`src/design/srtc_pkg.sv`:
```
package srtc_pkg;

    localparam int          COLUMN_LIMIT_DEF = 255;
    localparam int          RUN_WIDTH        = 8;
    localparam logic [7:0]  RUN_MAX          = 8'd255;

    localparam logic [7:0]  CH_BS    = 8'o010;
    localparam logic [7:0]  CH_TAB   = 8'o011;
    localparam logic [7:0]  CH_NL    = 8'o012;
    localparam logic [7:0]  CH_ESC   = 8'o033;
    localparam logic [7:0]  CH_SPACE = 8'o040;

    typedef enum logic [1:0] {
        ST_IDLE,
        ST_FLUSH,
        ST_FINAL
    } state_t;

    // Commands from controller to datapath
    typedef struct packed {
        logic accept;
        logic flush_step;
        logic final_step;
    } ctrl_cmd_t;

    // Status from datapath to controller
    typedef struct packed {
        logic stay_idle;   // counted space: no result, no further work
        logic need_flush;  // pending run is nonzero after the pre-step
        logic run_done;    // this flush step empties the run
        logic can_step;    // output register free or item invisible
    } dp_status_t;

endpackage

```
`src/design/space_run_to_tab_compressor_unit.sv`:
```
// Steps: an accepted item goes from idle to the flush state if a run is pending, where
//   each flush step takes one tab or space off the run (one flush step per cycle while
//   the output register is free or the item is invisible), then to the final step; a new
//   item is taken only in idle. A space outside pass mode is absorbed with no result.
// Reset (rst_n, asynchronous, active low): column, pending run, separator and output
//   valid clear to zero; the controller returns to idle.
module space_run_to_tab_compressor_unit #(
    parameter int COLUMN_LIMIT = srtc_pkg::COLUMN_LIMIT_DEF
) (
    input  logic       clk,
    input  logic       rst_n,
    input  logic       cfg_we,
    input  logic [7:0] cfg_data,
    input  logic       in_valid,
    output logic       in_ready,
    input  logic [7:0] char_in,
    input  logic       visible,
    output logic       out_valid,
    input  logic       out_ready,
    output logic [7:0] char_out,
    output logic       last
);
    import srtc_pkg::*;

    ctrl_cmd_t  cmd;
    dp_status_t status;

    srtc_ctrl u_ctrl (
        .clk      (clk),
        .rst_n    (rst_n),
        .in_valid (in_valid),
        .in_ready (in_ready),
        .status   (status),
        .cmd      (cmd)
    );

    srtc_datapath #(
        .COLUMN_LIMIT (COLUMN_LIMIT)
    ) u_datapath (
        .clk       (clk),
        .rst_n     (rst_n),
        .cfg_we    (cfg_we),
        .cfg_data  (cfg_data),
        .char_in   (char_in),
        .visible   (visible),
        .out_valid (out_valid),
        .out_ready (out_ready),
        .char_out  (char_out),
        .last      (last),
        .cmd       (cmd),
        .status    (status)
    );

endmodule

```
`src/design/srtc_ctrl.sv`:
```
module srtc_ctrl (
    input  logic                clk,
    input  logic                rst_n,
    input  logic                in_valid,
    output logic                in_ready,
    input  srtc_pkg::dp_status_t status,
    output srtc_pkg::ctrl_cmd_t  cmd
);
    import srtc_pkg::*;

    state_t state_reg;
    state_t state_next;

    always_ff @(posedge clk or negedge rst_n)
    begin
        if (!rst_n)
        begin
            state_reg <= ST_IDLE;
        end
        else
        begin
            state_reg <= state_next;
        end
    end

    always_comb
    begin
        state_next = state_reg;
        cmd        = '0;
        in_ready   = 1'b0;
        unique case (state_reg)
            ST_IDLE:
            begin
                in_ready = 1'b1;
                if (in_valid)
                begin
                    cmd.accept = 1'b1;
                    priority if (status.stay_idle)
                        state_next = ST_IDLE;
                    else if (status.need_flush)
                        state_next = ST_FLUSH;
                    else
                        state_next = ST_FINAL;
                end
            end
            ST_FLUSH:
            begin
                if (status.can_step)
                begin
                    cmd.flush_step = 1'b1;
                    if (status.run_done)
                        state_next = ST_FINAL;
                end
            end
            ST_FINAL:
            begin
                if (status.can_step)
                begin
                    cmd.final_step = 1'b1;
                    state_next     = ST_IDLE;
                end
            end
            default:
            begin
                state_next = ST_IDLE;
            end
        endcase
    end

endmodule

```
`src/design/srtc_datapath.sv`:
```
module srtc_datapath #(
    parameter int COLUMN_LIMIT = srtc_pkg::COLUMN_LIMIT_DEF
) (
    input  logic                clk,
    input  logic                rst_n,
    input  logic                cfg_we,
    input  logic [7:0]          cfg_data,
    input  logic [7:0]          char_in,
    input  logic                visible,
    output logic                out_valid,
    input  logic                out_ready,
    output logic [7:0]          char_out,
    output logic                last,
    input  srtc_pkg::ctrl_cmd_t  cmd,
    output srtc_pkg::dp_status_t status
);
    import srtc_pkg::*;

    localparam int CW = $clog2(COLUMN_LIMIT + 1);
    localparam int WW = (CW > RUN_WIDTH) ? CW : RUN_WIDTH;
    localparam logic [CW-1:0] LIMIT = CW'(COLUMN_LIMIT);

    logic [7:0]           sep_reg;
    logic [CW-1:0]        col_reg;
    logic [RUN_WIDTH-1:0] pend_reg;
    logic [7:0]           char_reg;
    logic                 vis_reg;
    logic                 pass_reg;
    logic                 out_valid_reg;
    logic [7:0]           out_char_reg;
    logic                 out_last_reg;

    logic                 pass_mode;
    logic                 is_space;
    logic [CW-1:0]        sp_col;
    logic [RUN_WIDTH-1:0] sp_pend;
    logic [CW-1:0]        pre_col;
    logic [RUN_WIDTH-1:0] pre_pend;
    logic [RUN_WIDTH-1:0] clamp_pend;
    logic [WW-1:0]        col_ext;
    logic [WW-1:0]        pend_ext;
    logic [WW-1:0]        stop;
    logic [WW-1:0]        tab_rem;
    logic                 use_tab;
    logic [RUN_WIDTH-1:0] step_pend;
    logic                 slot_free;

    assign pass_mode = (sep_reg != 8'd0);
    assign is_space  = (char_in == CH_SPACE);
    assign col_ext   = WW'(col_reg);
    assign pend_ext  = WW'(pend_reg);

    // Space: advance column (saturating), grow run up to column and run max
    assign sp_col  = (col_reg < LIMIT) ? (col_reg + CW'(1)) : col_reg;
    assign sp_pend = ((pend_reg != RUN_MAX) && (pend_ext < WW'(sp_col)))
                     ? (pend_reg + RUN_WIDTH'(1)) : pend_reg;

    always_comb
    begin
        pre_col  = col_reg;
        pre_pend = pend_reg;
        priority if (char_in == CH_NL)
        begin
            pre_col  = '0;
            pre_pend = '0;
        end
        else if ((char_in == CH_BS) || (char_in == CH_ESC))
        begin
            pre_col  = (col_reg != '0) ? (col_reg - CW'(1)) : col_reg;
            pre_pend = (pend_reg != '0) ? (pend_reg - RUN_WIDTH'(1)) : pend_reg;
        end
        else
        begin
            pre_col  = col_reg;
            pre_pend = pend_reg;
        end
    end

    // Run never extends past the column
    assign clamp_pend = (WW'(pre_pend) > WW'(pre_col)) ? RUN_WIDTH'(pre_col) : pre_pend;

    // One flush step: tab to the next 8-column stop, or a single space
    assign stop      = (col_ext - pend_ext) | WW'(7);
    assign use_tab   = (pend_reg > RUN_WIDTH'(2)) && (col_ext > stop);
    assign tab_rem   = col_ext - stop - WW'(1);
    assign step_pend = use_tab ? RUN_WIDTH'(tab_rem) : (pend_reg - RUN_WIDTH'(1));

    assign slot_free = !out_valid_reg || out_ready;

    assign status.stay_idle  = is_space && !pass_mode;
    assign status.need_flush = (clamp_pend != '0) && !pass_mode;
    assign status.run_done   = (step_pend == '0);
    assign status.can_step   = slot_free || !vis_reg;

    always_ff @(posedge clk or negedge rst_n)
    begin
        if (!rst_n)
        begin
            sep_reg       <= '0;
            col_reg       <= '0;
            pend_reg      <= '0;
            out_valid_reg <= 1'b0;
        end
        else
        begin
            if (cfg_we)
                sep_reg <= cfg_data;

            // A new result takes the slot; otherwise drop valid after its transfer
            if ((cmd.flush_step || cmd.final_step) && vis_reg)
                out_valid_reg <= 1'b1;
            else if (out_valid_reg && out_ready)
                out_valid_reg <= 1'b0;

            if (cmd.accept && !pass_mode)
            begin
                if (is_space)
                begin
                    col_reg  <= sp_col;
                    pend_reg <= sp_pend;
                end
                else
                begin
                    col_reg  <= pre_col;
                    pend_reg <= clamp_pend;
                end
            end

            if (cmd.flush_step)
            begin
                pend_reg <= step_pend;
            end

            if (cmd.final_step)
            begin
                if (!pass_reg && (char_reg >= CH_SPACE) && (col_reg < LIMIT))
                    col_reg <= col_reg + CW'(1);
            end
        end
    end

    // Payload registers
    always_ff @(posedge clk)
    begin
        if (cmd.accept)
        begin
            char_reg <= char_in;
            vis_reg  <= visible;
            pass_reg <= pass_mode;
        end
        if (cmd.flush_step && vis_reg)
        begin
            out_char_reg <= use_tab ? CH_TAB : CH_SPACE;
            out_last_reg <= 1'b0;
        end
        if (cmd.final_step && vis_reg)
        begin
            out_char_reg <= char_reg;
            out_last_reg <= 1'b1;
        end
    end

    assign out_valid = out_valid_reg;
    assign char_out  = out_char_reg;
    assign last      = out_last_reg;

endmodule

```
`config.mk`:
```
export PLATFORM = sky130hd
export DESIGN_NAME = space_run_to_tab_compressor_unit
export DESIGN_NICKNAME = d
export VERILOG_FILES = /design/src/design/srtc_pkg.sv /design/src/design/space_run_to_tab_compressor_unit.sv /design/src/design/srtc_ctrl.sv /design/src/design/srtc_datapath.sv
export SDC_FILE = /design/constraint.sdc
export NUM_CORES = 1
export LEC_CHECK = 0
export BUFFER_PORTS_ARGS = -buffer_cell sky130_fd_sc_hd__buf_4
export CORE_ASPECT_RATIO = 0.6
export CORE_UTILIZATION = 61
export CTS_CLUSTER_DIAMETER = 150
export DETAILED_ROUTE_END_ITERATION = 8
export GPL_TIMING_DRIVEN = 0
export HOLD_SLACK_MARGIN = 0.12
export MAX_ROUTING_LAYER = met4
export PLACE_DENSITY = 0.88
export SLEW_MARGIN = 40
export SYNTH_ARGS = -nofsm -noshare
export SYNTH_HDL_FRONTEND = slang
export SYNTH_SLANG_ARGS = --single-unit
```
`constraint.sdc`:
```
create_clock -name clk -period 8.2 [get_ports clk]
set_input_delay 0.82 -clock clk [delete_from_list [all_inputs] [get_ports clk]]
set_output_delay 0.82 -clock clk [all_outputs]
set_load 0.02 [all_outputs]
```
* Word level (Yosys, flattened, before mapping) *
Index checks and enable logic that the tools add are counted.
Widths: inputs -> output; s select.

cells by class
  add/sub/neg operators = 7
  $lt $le $gt $ge = 6
  eq/ne operators = 12
  muxes and demuxes = 35
  reduce and logical (&&, ||, !) cells = 30

operators by type and width
  operator             number
  $mux 8               19
  $reduce_bool 8->1    4
  $sub 8x1->8 const B  3
  $add 8x1->8 const B  2
  $eq 8x4->1 const B   2
  $gt 8x8->1           2
  $sub 8x8->8          2
  $mux 2               6
  $logic_and 1x1->1    11
  $eq 8x5->1 const B   1
  $eq 8x6->1 const B   1
  $ge 8x6->1 const B   1
  $gt 8x2->1 const B   1
  $logic_not 8->1      1
  $lt 8x8->1           1
  $lt 8x8->1 const B   1
  $mux 1               8
  $ne 2x2->1 const B   4
  $ne 8x8->1 const B   1
  $mux 6               1
  $pmux 2 s3           1
  $reduce_bool 2->1    3
  $logic_not 1->1      4
  $logic_or 1x1->1     4
  other kinds (6)      6

storage, ports and cells
  flip-flop bits (word level) = 46
  input port bits = 22
  output and inout bits = 11
  word-level logic and storage cells = 100

* Depth between registers and ports, before layout *
Gate-level depths: netlist of run 1.

  depth after elaboration = 12
  depth in mapped cells = 20
  mapped depth without buffers = 19

* Modules after synthesis *
A second synthesis of run 1 with hierarchy kept.

unflattened totals
  cell total of the unflattened synthesis = 470
  area total of the unflattened synthesis = 4,156.5 um^2

modules (own cells, without submodules)
  module         times used  cells each  area each (um^2)  sequential area each (um^2)
  srtc_datapath  1           456         4,018.9           1,186.1
  srtc_ctrl      1           14          137.6             50.0

* Worst setup path before layout of run 1 *
Ideal clock, no wire load.

  kind = in2reg
  start = in char_in[2]
  end = reg u_ctrl.state_reg[1]
  library setup time = 0.120 ns
  data arrival time = 4.112 ns
  required time = 8.080 ns
  setup slack = 3.968 ns
  stages = 17
  buffers on the path = 1
  path through = nor3_1 o211a_1 clkbuf_1 or2b_2 nor2_1 a31o_1 inv_1 ha_1 nor2b_1 o211ai_1 a21oi_1 o31ai_1 nor2_1 a221o_1 o211ai_1 o21ai_1 and3_1

between the ends
  longest elaborated chain between the ends = 12
  elaborated cells on any way between the ends = 18
  classes of those cells = order compare: 1; eq/ne: 4; mux: 9; reduce/logical: 4

ends and longest elaborated chain
  what                                             RTL line                                source
  start: declaration                               space_run_to_tab_compressor_unit.sv:16  input logic [7:0] char_in,
  $eq 8x4->1 / $eq 8x5->1 (equally long branches)  srtc_datapath.sv:67                     else if ((char_in == CH_BS) || (char_in == CH_ESC))
  $logic_or 1x1->1                                 srtc_datapath.sv:67
  $mux 8                                           srtc_datapath.sv:67
  $mux 8                                           srtc_datapath.sv:62                     priority if (char_in == CH_NL)
  $gt 8x8->1                                       srtc_datapath.sv:80                     assign clamp_pend = (WW'(pre_pend) > WW'(pre_col)) ? RUN_WIDTH'(pre_col) : pre_pend;
  $mux 8                                           srtc_datapath.sv:80
  $reduce_bool 8->1                                srtc_datapath.sv:91                     assign status.need_flush = (clamp_pend != '0) && !pass_mode;
  $logic_and 1x1->1                                srtc_datapath.sv:91
  $mux 2                                           srtc_ctrl.sv:40                         else if (status.need_flush)
  $mux 2 (*)                                       srtc_ctrl.sv:38                         priority if (status.stay_idle)
  $mux 2 (*)                                       srtc_ctrl.sv:35                         if (in_valid)
  $pmux 2 s3 (*)                                   srtc_ctrl.sv:31                         unique case (state_reg)
  end signal: assignment                           srtc_ctrl.sv:22                         state_reg <= state_next;
  end: declaration                                 srtc_ctrl.sv:11                         state_t state_reg;

Mark *: on every way between the ends. The rest lies on a longest branch, timed or not. The select of a mux whose other input is x is not followed.
A chain may end at the register's enable or synchronous reset.

* Worst setup path in the final report of run 1 *
  start = reg u_datapath.pend_reg[0], in the netlist u_datapath.pend_ext[0]
  end = reg u_datapath.pend_reg[6], in the netlist u_datapath.pend_ext[6]

between the ends
  longest elaborated chain between the ends = 9
  elaborated cells on any way between the ends = 24
  classes of those cells = add/sub: 5; order compare: 4; eq/ne: 2; mux: 9; reduce/logical: 4

ends and longest elaborated chain
  what                                                 RTL line              source
  start: declaration                                   srtc_datapath.sv:25   logic [RUN_WIDTH-1:0] pend_reg;
  start signal: assignment                             srtc_datapath.sv:120  pend_reg <= sp_pend;
  start signal: assignment                             srtc_datapath.sv:125  pend_reg <= clamp_pend;
  start signal: assignment                             srtc_datapath.sv:131  pend_reg <= step_pend;
  branches (longest 9 deep; another with $sub 8x8->8)  -

Several ways; the timed one is not identified. The select of a mux whose other input is x is not followed.

==> reports/results.tsv, run 1 <==
metric	value	unit
CTS Root Cell	clkbuf_8	
DR pass1 iterations	8	
Final setup viols	0	
MaxCap Viol Count	0	
Data required, critical path	8.40	ns
Worst-path clk slew	0.11	ns
# port buffers	31	
met2 GRT Util	0.535	
top_reg_cell synth	dfrtp_1	
antenna violations before repair	0	
first-pass GRT wire length	20.4	mm
PostCTS Resize Cnt	0	
Synth Area per Inst	8.43	um2
Switch Pwr	759	uW
Final GP Congestion	1.07	
run status	completed	
Die Ht	65.2	um
critical path's slowest cell	a211oi_1	
via/cell ratio	6.84	
total power	1530	uW
Flop pwr share	0.225	
Slew @ Worst Pin	0.854	ns
CP Class	flip-flop to flip-flop	
share of post-route cells with drive strength above 1	0.152	
CP endpoint kind	flip-flop	
critical path launch point type	flip-flop	
GRT busiest layer	met1	
highest cell delay on the worst timing path	0.68	ns
Pwr per Cell Area	339	nW/um2
Area contributors post-synth	dfrtp_1, edfxtp_1, ha_1	
Static Leakage	0.00190	uW
FP Rows	22	
syn nets	537	
GRT Total Usage	0.403	
Seq/Total Area, Yosys	0.304	
Post-synth EDFFs	18	
RSZ-0062 raised after global routing	no	
nets@finish	575	
H-tree level count	2	
clk buf depth	2	
drt initial violations	731	
max-slew violations	0	
FF+latch count, synth	46	
largest net degree at the start of global routing	28	
final hold viol count	0	
WHS	0.407	ns
core box area	6280	um2
grt total ovfl	0	
# clock sinks	46	
Final TNS setup	0	ns
Top-Level Pins	33	
Post-synth ARST share	0.587	
fmax	182	MHz
met3 usage	0.147	
vias in the first global route	3691	
Comb power frac	0.654	
CTS Buf Count	5	
switching portion of total power	0.496	
Routed Antenna Nets	0	
Yosys top cell area share	0.166	
non-filler cells in the finished layout	605	
hold buffers post-CTS	0	
top cell type by total area after synthesis	dfrtp_1	
die width	107	um
hpwl dp	10.1	mm
initial core utilization	0.647	
post-synth cell types	67	
area growth from synthesis to layout	11.3	%
worst path arrival time	5.70	ns
Final Cycle Share	0.671	
Post-Synthesis Cells	482	
Period minus WS final	5.50	ns
drc violations	0	
peak supply drop	0.264	mV
via count	4140	
cell area after synthesis	4060	um2
worst clock skew	0.0168	ns
critical-path cell list	clkbuf_1, inv_1, ha_1, buf_2, or4b_4, nor4_2, nor2_1, a211oi_1, ha_1, nor2b_1, o211ai_1, a21oi_1, o31ai_2, clkbuf_1, nor2_1, a211oi_1, o32ai_1	
highest-count cells in the layout ignoring fill and taps	nand2_1, nor2_1, buf_4, a21oi_1, ha_1	
Worst Path Max Fanout	10	
Cells after DPL	597	
slew margin rel.	0.428	
postcts setup bufs	0	
ANT cells	0	
Clk pwr share	0.121	
full die area	7000	um2
HP Class	input port to asynchronous set/reset pin	
most common cell after layout, fill and taps aside	nand2_1	
Ys Warns	0	
DR WL/cell	21.4	um
Cell Int Power	772	uW
clk_lat worst skew	0.33	ns
met1 Use GR	0.586	
CTS tree	yes	
Post-Route WL	12.9	mm
==> power groups by stage <==
stage | clock network (uW) | registers (uW) | logic [uW]
floorplan | 0 | 350 | 688
global placement | 0 | 344 | 926
detailed placement | 0 | 347 | 951
CTS | 181 | 342 | 959
global route | 189 | 349 | 1080
finish | 186 | 344 | 1000
==> worst paths after layout <==
| check | from | slack [ns] | depth (start not counted) | to |
|---|---|---|---|---|
| max | u_datapath.pend_ext[0]$_DFFE_PN0P_ | 2.70 | 17 | u_datapath.pend_ext[6]$_DFFE_PN0P_ |
| min | rst_n | 0.41 | 1 | u_datapath.pend_ext[2]$_DFFE_PN0P_ |
| max reg2reg | u_datapath.pend_ext[0]$_DFFE_PN0P_ | 2.70 | 17 | u_datapath.pend_ext[6]$_DFFE_PN0P_ |
| min reg2reg | u_datapath.sep_reg[3]$_DFFE_PN0P_ | 0.52 | 1 | u_datapath.sep_reg[3]$_DFFE_PN0P_ |
| max in group asynchronous | rst_n | 7.49 | 1 | u_datapath.pend_ext[7]$_DFFE_PN0P_ |
| min in group clk | u_datapath.sep_reg[3]$_DFFE_PN0P_ | 0.52 | 1 | u_datapath.sep_reg[3]$_DFFE_PN0P_ |
==> critical path, delay by kind of cell (launching register included) <==
family | cells | cell delay (ns)
fa+ha+maj | 2 | 0.53
compound gates | 6 | 2.07
simple gates | 5 | 1.23
buf+inv | 4 | 1.08
flops | 1 | 0.46
==> metrics by stage <==
step / setup WS [ns] / cell area [um2] / util
CTS: 3.01 / 4520 / 0.720
global route: 2.53 / 4520 / 0.720
finish: 2.70 / 4520 / 0.720
detailed placement: 3.03 / 4410 / 0.702
global placement: 2.85 / 4400 / 0.701
floorplan: 3.97 / 4060 / -
==> area by class of cell <==
class / count / area [um2]
clock buffer: 5 / 68.8
inverter: 26 / 97.6
clock inverter: 3 / 43.8
multi-input combinational: 380 / 2600
tap: 84 / 105
fill: 486 / 1750
timing repair buffer: 31 / 233
sequential: 46 / 1240
buffer: 30 / 135
==> cell families (layout without fill, tap and decap cells) <==
| family | after synthesis | count (layout) | synth area share |
|---|---|---|---|
| simple gates | 180 | 180 | 0.233 |
| compound gates | 125 | 125 | 0.201 |
| buf+inv | 56 | 95 | 0.0573 |
| flops | 46 | 46 | 0.304 |
| fa+ha+maj | 33 | 33 | 0.103 |
| xor+xnor | 21 | 21 | 0.0453 |
| mux | 21 | 21 | 0.0548 |
==> metal layers <==
layer	share of wire	up-vias
li1	-	1861
met1	0.43	1922
met2	0.38	320
met3	0.17	37
met4	0.023	0
met5	0	-
==> cells in the mapped netlist (3+ instances only) <==
library cell   n
nand2_1       41
nor2_1        37
a21oi_1       32
ha_1          32
dfrtp_1       27
o21ai_0       27
inv_1         26
nand3_1       23
nor3_1        20
clkbuf_1      19
edfxtp_1      18
and3_1        15
xnor2_1       15
mux2i_1       11
mux2_2        10
buf_2          9
o211ai_1       9
nand4_1        7
a211oi_1       6
xor2_1         6
a21o_1         5
a22oi_1        5
a31oi_1        5
nor4_1         5
or2_2          5
nand2b_1       4
o21bai_1       4
o22ai_1        4
or4_1          4
nor2b_1        3
o31ai_1        3
or3_1          3
Note: power is estimated with default switching activity, not from simulation.
==> inputs of run 2 (changes only) <==
--- a/config.mk
+++ b/config.mk
@@ -7,13 +7,13 @@
 export LEC_CHECK = 0
 export BUFFER_PORTS_ARGS = -buffer_cell sky130_fd_sc_hd__buf_4
 export CORE_ASPECT_RATIO = 0.6
-export CORE_UTILIZATION = 61
+export CORE_UTILIZATION = 55
 export CTS_CLUSTER_DIAMETER = 150
 export DETAILED_ROUTE_END_ITERATION = 8
 export GPL_TIMING_DRIVEN = 0
 export HOLD_SLACK_MARGIN = 0.12
 export MAX_ROUTING_LAYER = met4
-export PLACE_DENSITY = 0.88
+export PLACE_DENSITY = 0.84
 export SLEW_MARGIN = 40
 export SYNTH_ARGS = -nofsm -noshare
 export SYNTH_HDL_FRONTEND = slang
==> constraint.sdc (replaced) <==
create_clock -name clk -period 4.9 [get_ports clk]
set_input_delay 0.49 -clock clk [delete_from_list [all_inputs] [get_ports clk]]
set_output_delay 0.49 -clock clk [all_outputs]
set_load 0.02 [all_outputs]
==> reports/results.tsv, run 2 (synthesized netlist as in run 1, its figures left out) <==
metric	value	unit	change
antenna violations before repair	0		unchanged
Switch Pwr	1280	uW	was 759 uW
critical path's slowest cell	or4b_4		was a211oi_1
Slew @ Worst Pin	0.821	ns	was 0.854 ns
Final setup viols	0		unchanged
Pwr per Cell Area	573	nW/um2	was 339 nW/um2
clk_lat worst skew	0.30	ns	was 0.33 ns
FP Rows	23		was 22
max-slew violations	0		unchanged
CP Class	flip-flop to flip-flop		unchanged
largest net degree at the start of global routing	28		unchanged
worst path arrival time	4.92	ns	was 5.70 ns
fill cell total of the finished layout	581		was 486
peak supply drop	0.266	mV	was 0.264 mV
Die Ht	68.6	um	was 65.2 um
DR pass1 iterations	6		was 8
vias in the first global route	3481		was 3691
initial core utilization	0.588		was 0.647
Cell Int Power	1380	uW	was 772 uW
CTS tree	yes		unchanged
drc violations	0		unchanged
WHS	0.112	ns	was 0.407 ns
highest cell delay on the worst timing path	0.50	ns	was 0.68 ns
share of post-route cells with drive strength above 1	0.170		was 0.152
via/cell ratio	6.60		was 6.84
CTS Buf Count	5		unchanged
CTS Root Cell	clkbuf_16		was clkbuf_8
MaxCap Viol Count	0		unchanged
Top-Level Pins	33		unchanged
first-pass GRT wire length	19.7	mm	was 20.4 mm
Final GP Congestion	1.01		was 1.07
full die area	7750	um2	was 7000 um2
area growth from synthesis to layout	14.2	%	was 11.3%
core box area	6910	um2	was 6280 um2
switching portion of total power	0.481		was 0.496
hpwl dp	10.3	mm	was 10.1 mm
DR WL/cell	21.3	um	was 21.4 um
critical-path cell list	clkbuf_1, inv_2, ha_1, buf_2, or4b_4, nor4_2, nor2_1, a211oi_2, ha_1, nor2b_1, o211ai_1, a21oi_1, o31ai_4, buf_4, nor2_1, a221o_1, o211ai_1, o21ai_1, and3_1		was clkbuf_1, inv_1, ha_1, buf_2, or4b_4, nor4_2, nor2_1, a211oi_1, ha_1, nor2b_1, o211ai_1, a21oi_1, o31ai_2, clkbuf_1, nor2_1, a211oi_1, o32ai_1
Crit path max-delay family	compound AO/OA/AOI/OAI gates		unchanged
Flop pwr share	0.219		was 0.225
Comb power frac	0.646		was 0.654
RSZ-0062 raised after global routing	no		unchanged
H-tree level count	2		unchanged
highest-count cells in the layout ignoring fill and taps	nand2_1, buf_4, nor2_1		was nand2_1, nor2_1, buf_4, a21oi_1, ha_1
nets@finish	582		was 575
CP endpoint kind	flip-flop		unchanged
worst clock skew	0.00611	ns	was 0.0168 ns
critical path launch point type	flip-flop		unchanged
Worst-path clk slew	0.07	ns	was 0.11 ns
run status	completed		unchanged
Clk pwr share	0.135		was 0.121
fin util	0.672		was 0.720
fmax	211	MHz	was 182 MHz
Final Cycle Share	0.966		was 0.671
GRT Total Usage	0.358		was 0.403
final hold viol count	0		unchanged
clk buf depth	2		unchanged
via count	4059		was 4140
grt total ovfl	0		unchanged
# port buffers	31		unchanged
most common cell after layout, fill and taps aside	nand2_1		unchanged
Worst Path Max Fanout	10		unchanged
Post-Route WL	13.1	mm	was 12.9 mm
Routed Antenna Nets	0		unchanged
drt initial violations	520		was 731
ANT cells	0		unchanged
WP buf/inv	4		unchanged
slew margin rel.	0.450		was 0.428
Period minus WS final	4.73	ns	was 5.50 ns
Static Leakage	0.00196	uW	was 0.00190 uW
# clock sinks	46		unchanged
die width	113	um	was 107 um
HP Class	input port to asynchronous set/reset pin		unchanged
hold buffers post-CTS	0		unchanged
Data required, critical path	5.09	ns	was 8.40 ns
-- run 2: power groups by stage --
stage | sequential (uW) | combinational [uW] | clock, uW
floorplan | 586 | 1150 | 0
finish | 581 | 1720 | 360
global route | 590 | 1860 | 372
CTS | 580 | 1610 | 359
global placement | 581 | 1560 | 0
detailed placement | 588 | 1590 | 0
-- run 2: what timing repair did --
| action | 4_1_cts | 5_1_grt |
|---|---|---|
| pin swaps | 0 | 3 |
| endpoints found under the hold margin | 0 | 0 |
| endpoints found under the setup margin | 7 | 13 |
| resized for setup | 2 | 6 |
| buffers inserted | 0 | 7 |
-- run 2: final cells by class --
cell class                      count  area (um2)  share of cell area
Inverter                           26        97.6              0.0210
Timing Repair Buffer               38         285              0.0615
Sequential cell                    46        1240               0.266
Tap cell                           87         109              0.0235
Buffer                             30         138              0.0297
Clock buffer                        5         125              0.0270
Clock inverter                      3        22.5             0.00485
Multi-Input combinational cell    380        2630               0.566
-- run 2: worst paths after layout --
kind                                                         start                           endpoint  slack, ns  depth (start not counted)
worst max register to register  u_datapath.pend_ext[0]$_DFFE_PN0P_    u_ctrl.state_reg[1]$_DFFE_PN0P_       0.17                         19
min in group clk                                        char_in[7]   u_datapath.char_reg[7]$_DFFE_PP_       0.37                          1
max in group asynchronous                                    rst_n    u_datapath.col_ext[3]$_DFF_PN0_       4.51                          1
worst min register to register        u_datapath.last$_SDFFE_PP1P_       u_datapath.last$_SDFFE_PP1P_       0.48                          1
worst min-delay path                                         rst_n  u_datapath.sep_reg[0]$_DFFE_PN0P_       0.11                          1
worst max-delay path            u_datapath.pend_ext[0]$_DFFE_PN0P_    u_ctrl.state_reg[1]$_DFFE_PN0P_       0.17                         19
-- run 2: worst reg2reg max path, stage by stage, from the launching register on --
cell and delay [ns]:
dfrtp_1 0.47, clkbuf_1 0.28, inv_2 0.20, ha_1 0.16
buf_2 0.17, or4b_4 0.50, nor4_2 0.26, nor2_1 0.21
a211oi_2 0.31, ha_1 0.29, nor2b_1 0.13, o211ai_1 0.16
a21oi_1 0.12, o31ai_4 0.29, buf_4 0.19, nor2_1 0.05
a221o_1 0.33, o211ai_1 0.20, o21ai_1 0.10, and3_1 0.21
-- run 2: metrics by stage --
stage	cells	setup slack [ns]	total power, uW	TNS (ns)	instance area [um2]
after floorplan	482	0.671	1740	0	4060
after global placement	600	-0.336	2140	-2.26	4400
after detailed placement	600	-0.0426	2170	-0.0733	4410
after CTS	608	0.0348	2550	0	4580
after global routing	615	0.0265	2830	0	4640
final	615	0.166	2660	0	4640
-- run 2: per-layer routing --
| metal | vias up | track usage | wire (um) |
|---|---|---|---|
| met3 | 31 | 0.128 | 1980 |
| li1 | 1874 | - | - |
| met5 | - | - | 0 |
| met1 | 1874 | 0.510 | 5860 |
| met2 | 280 | 0.475 | 4950 |
| met4 | 0 | 0.0855 | 293 |
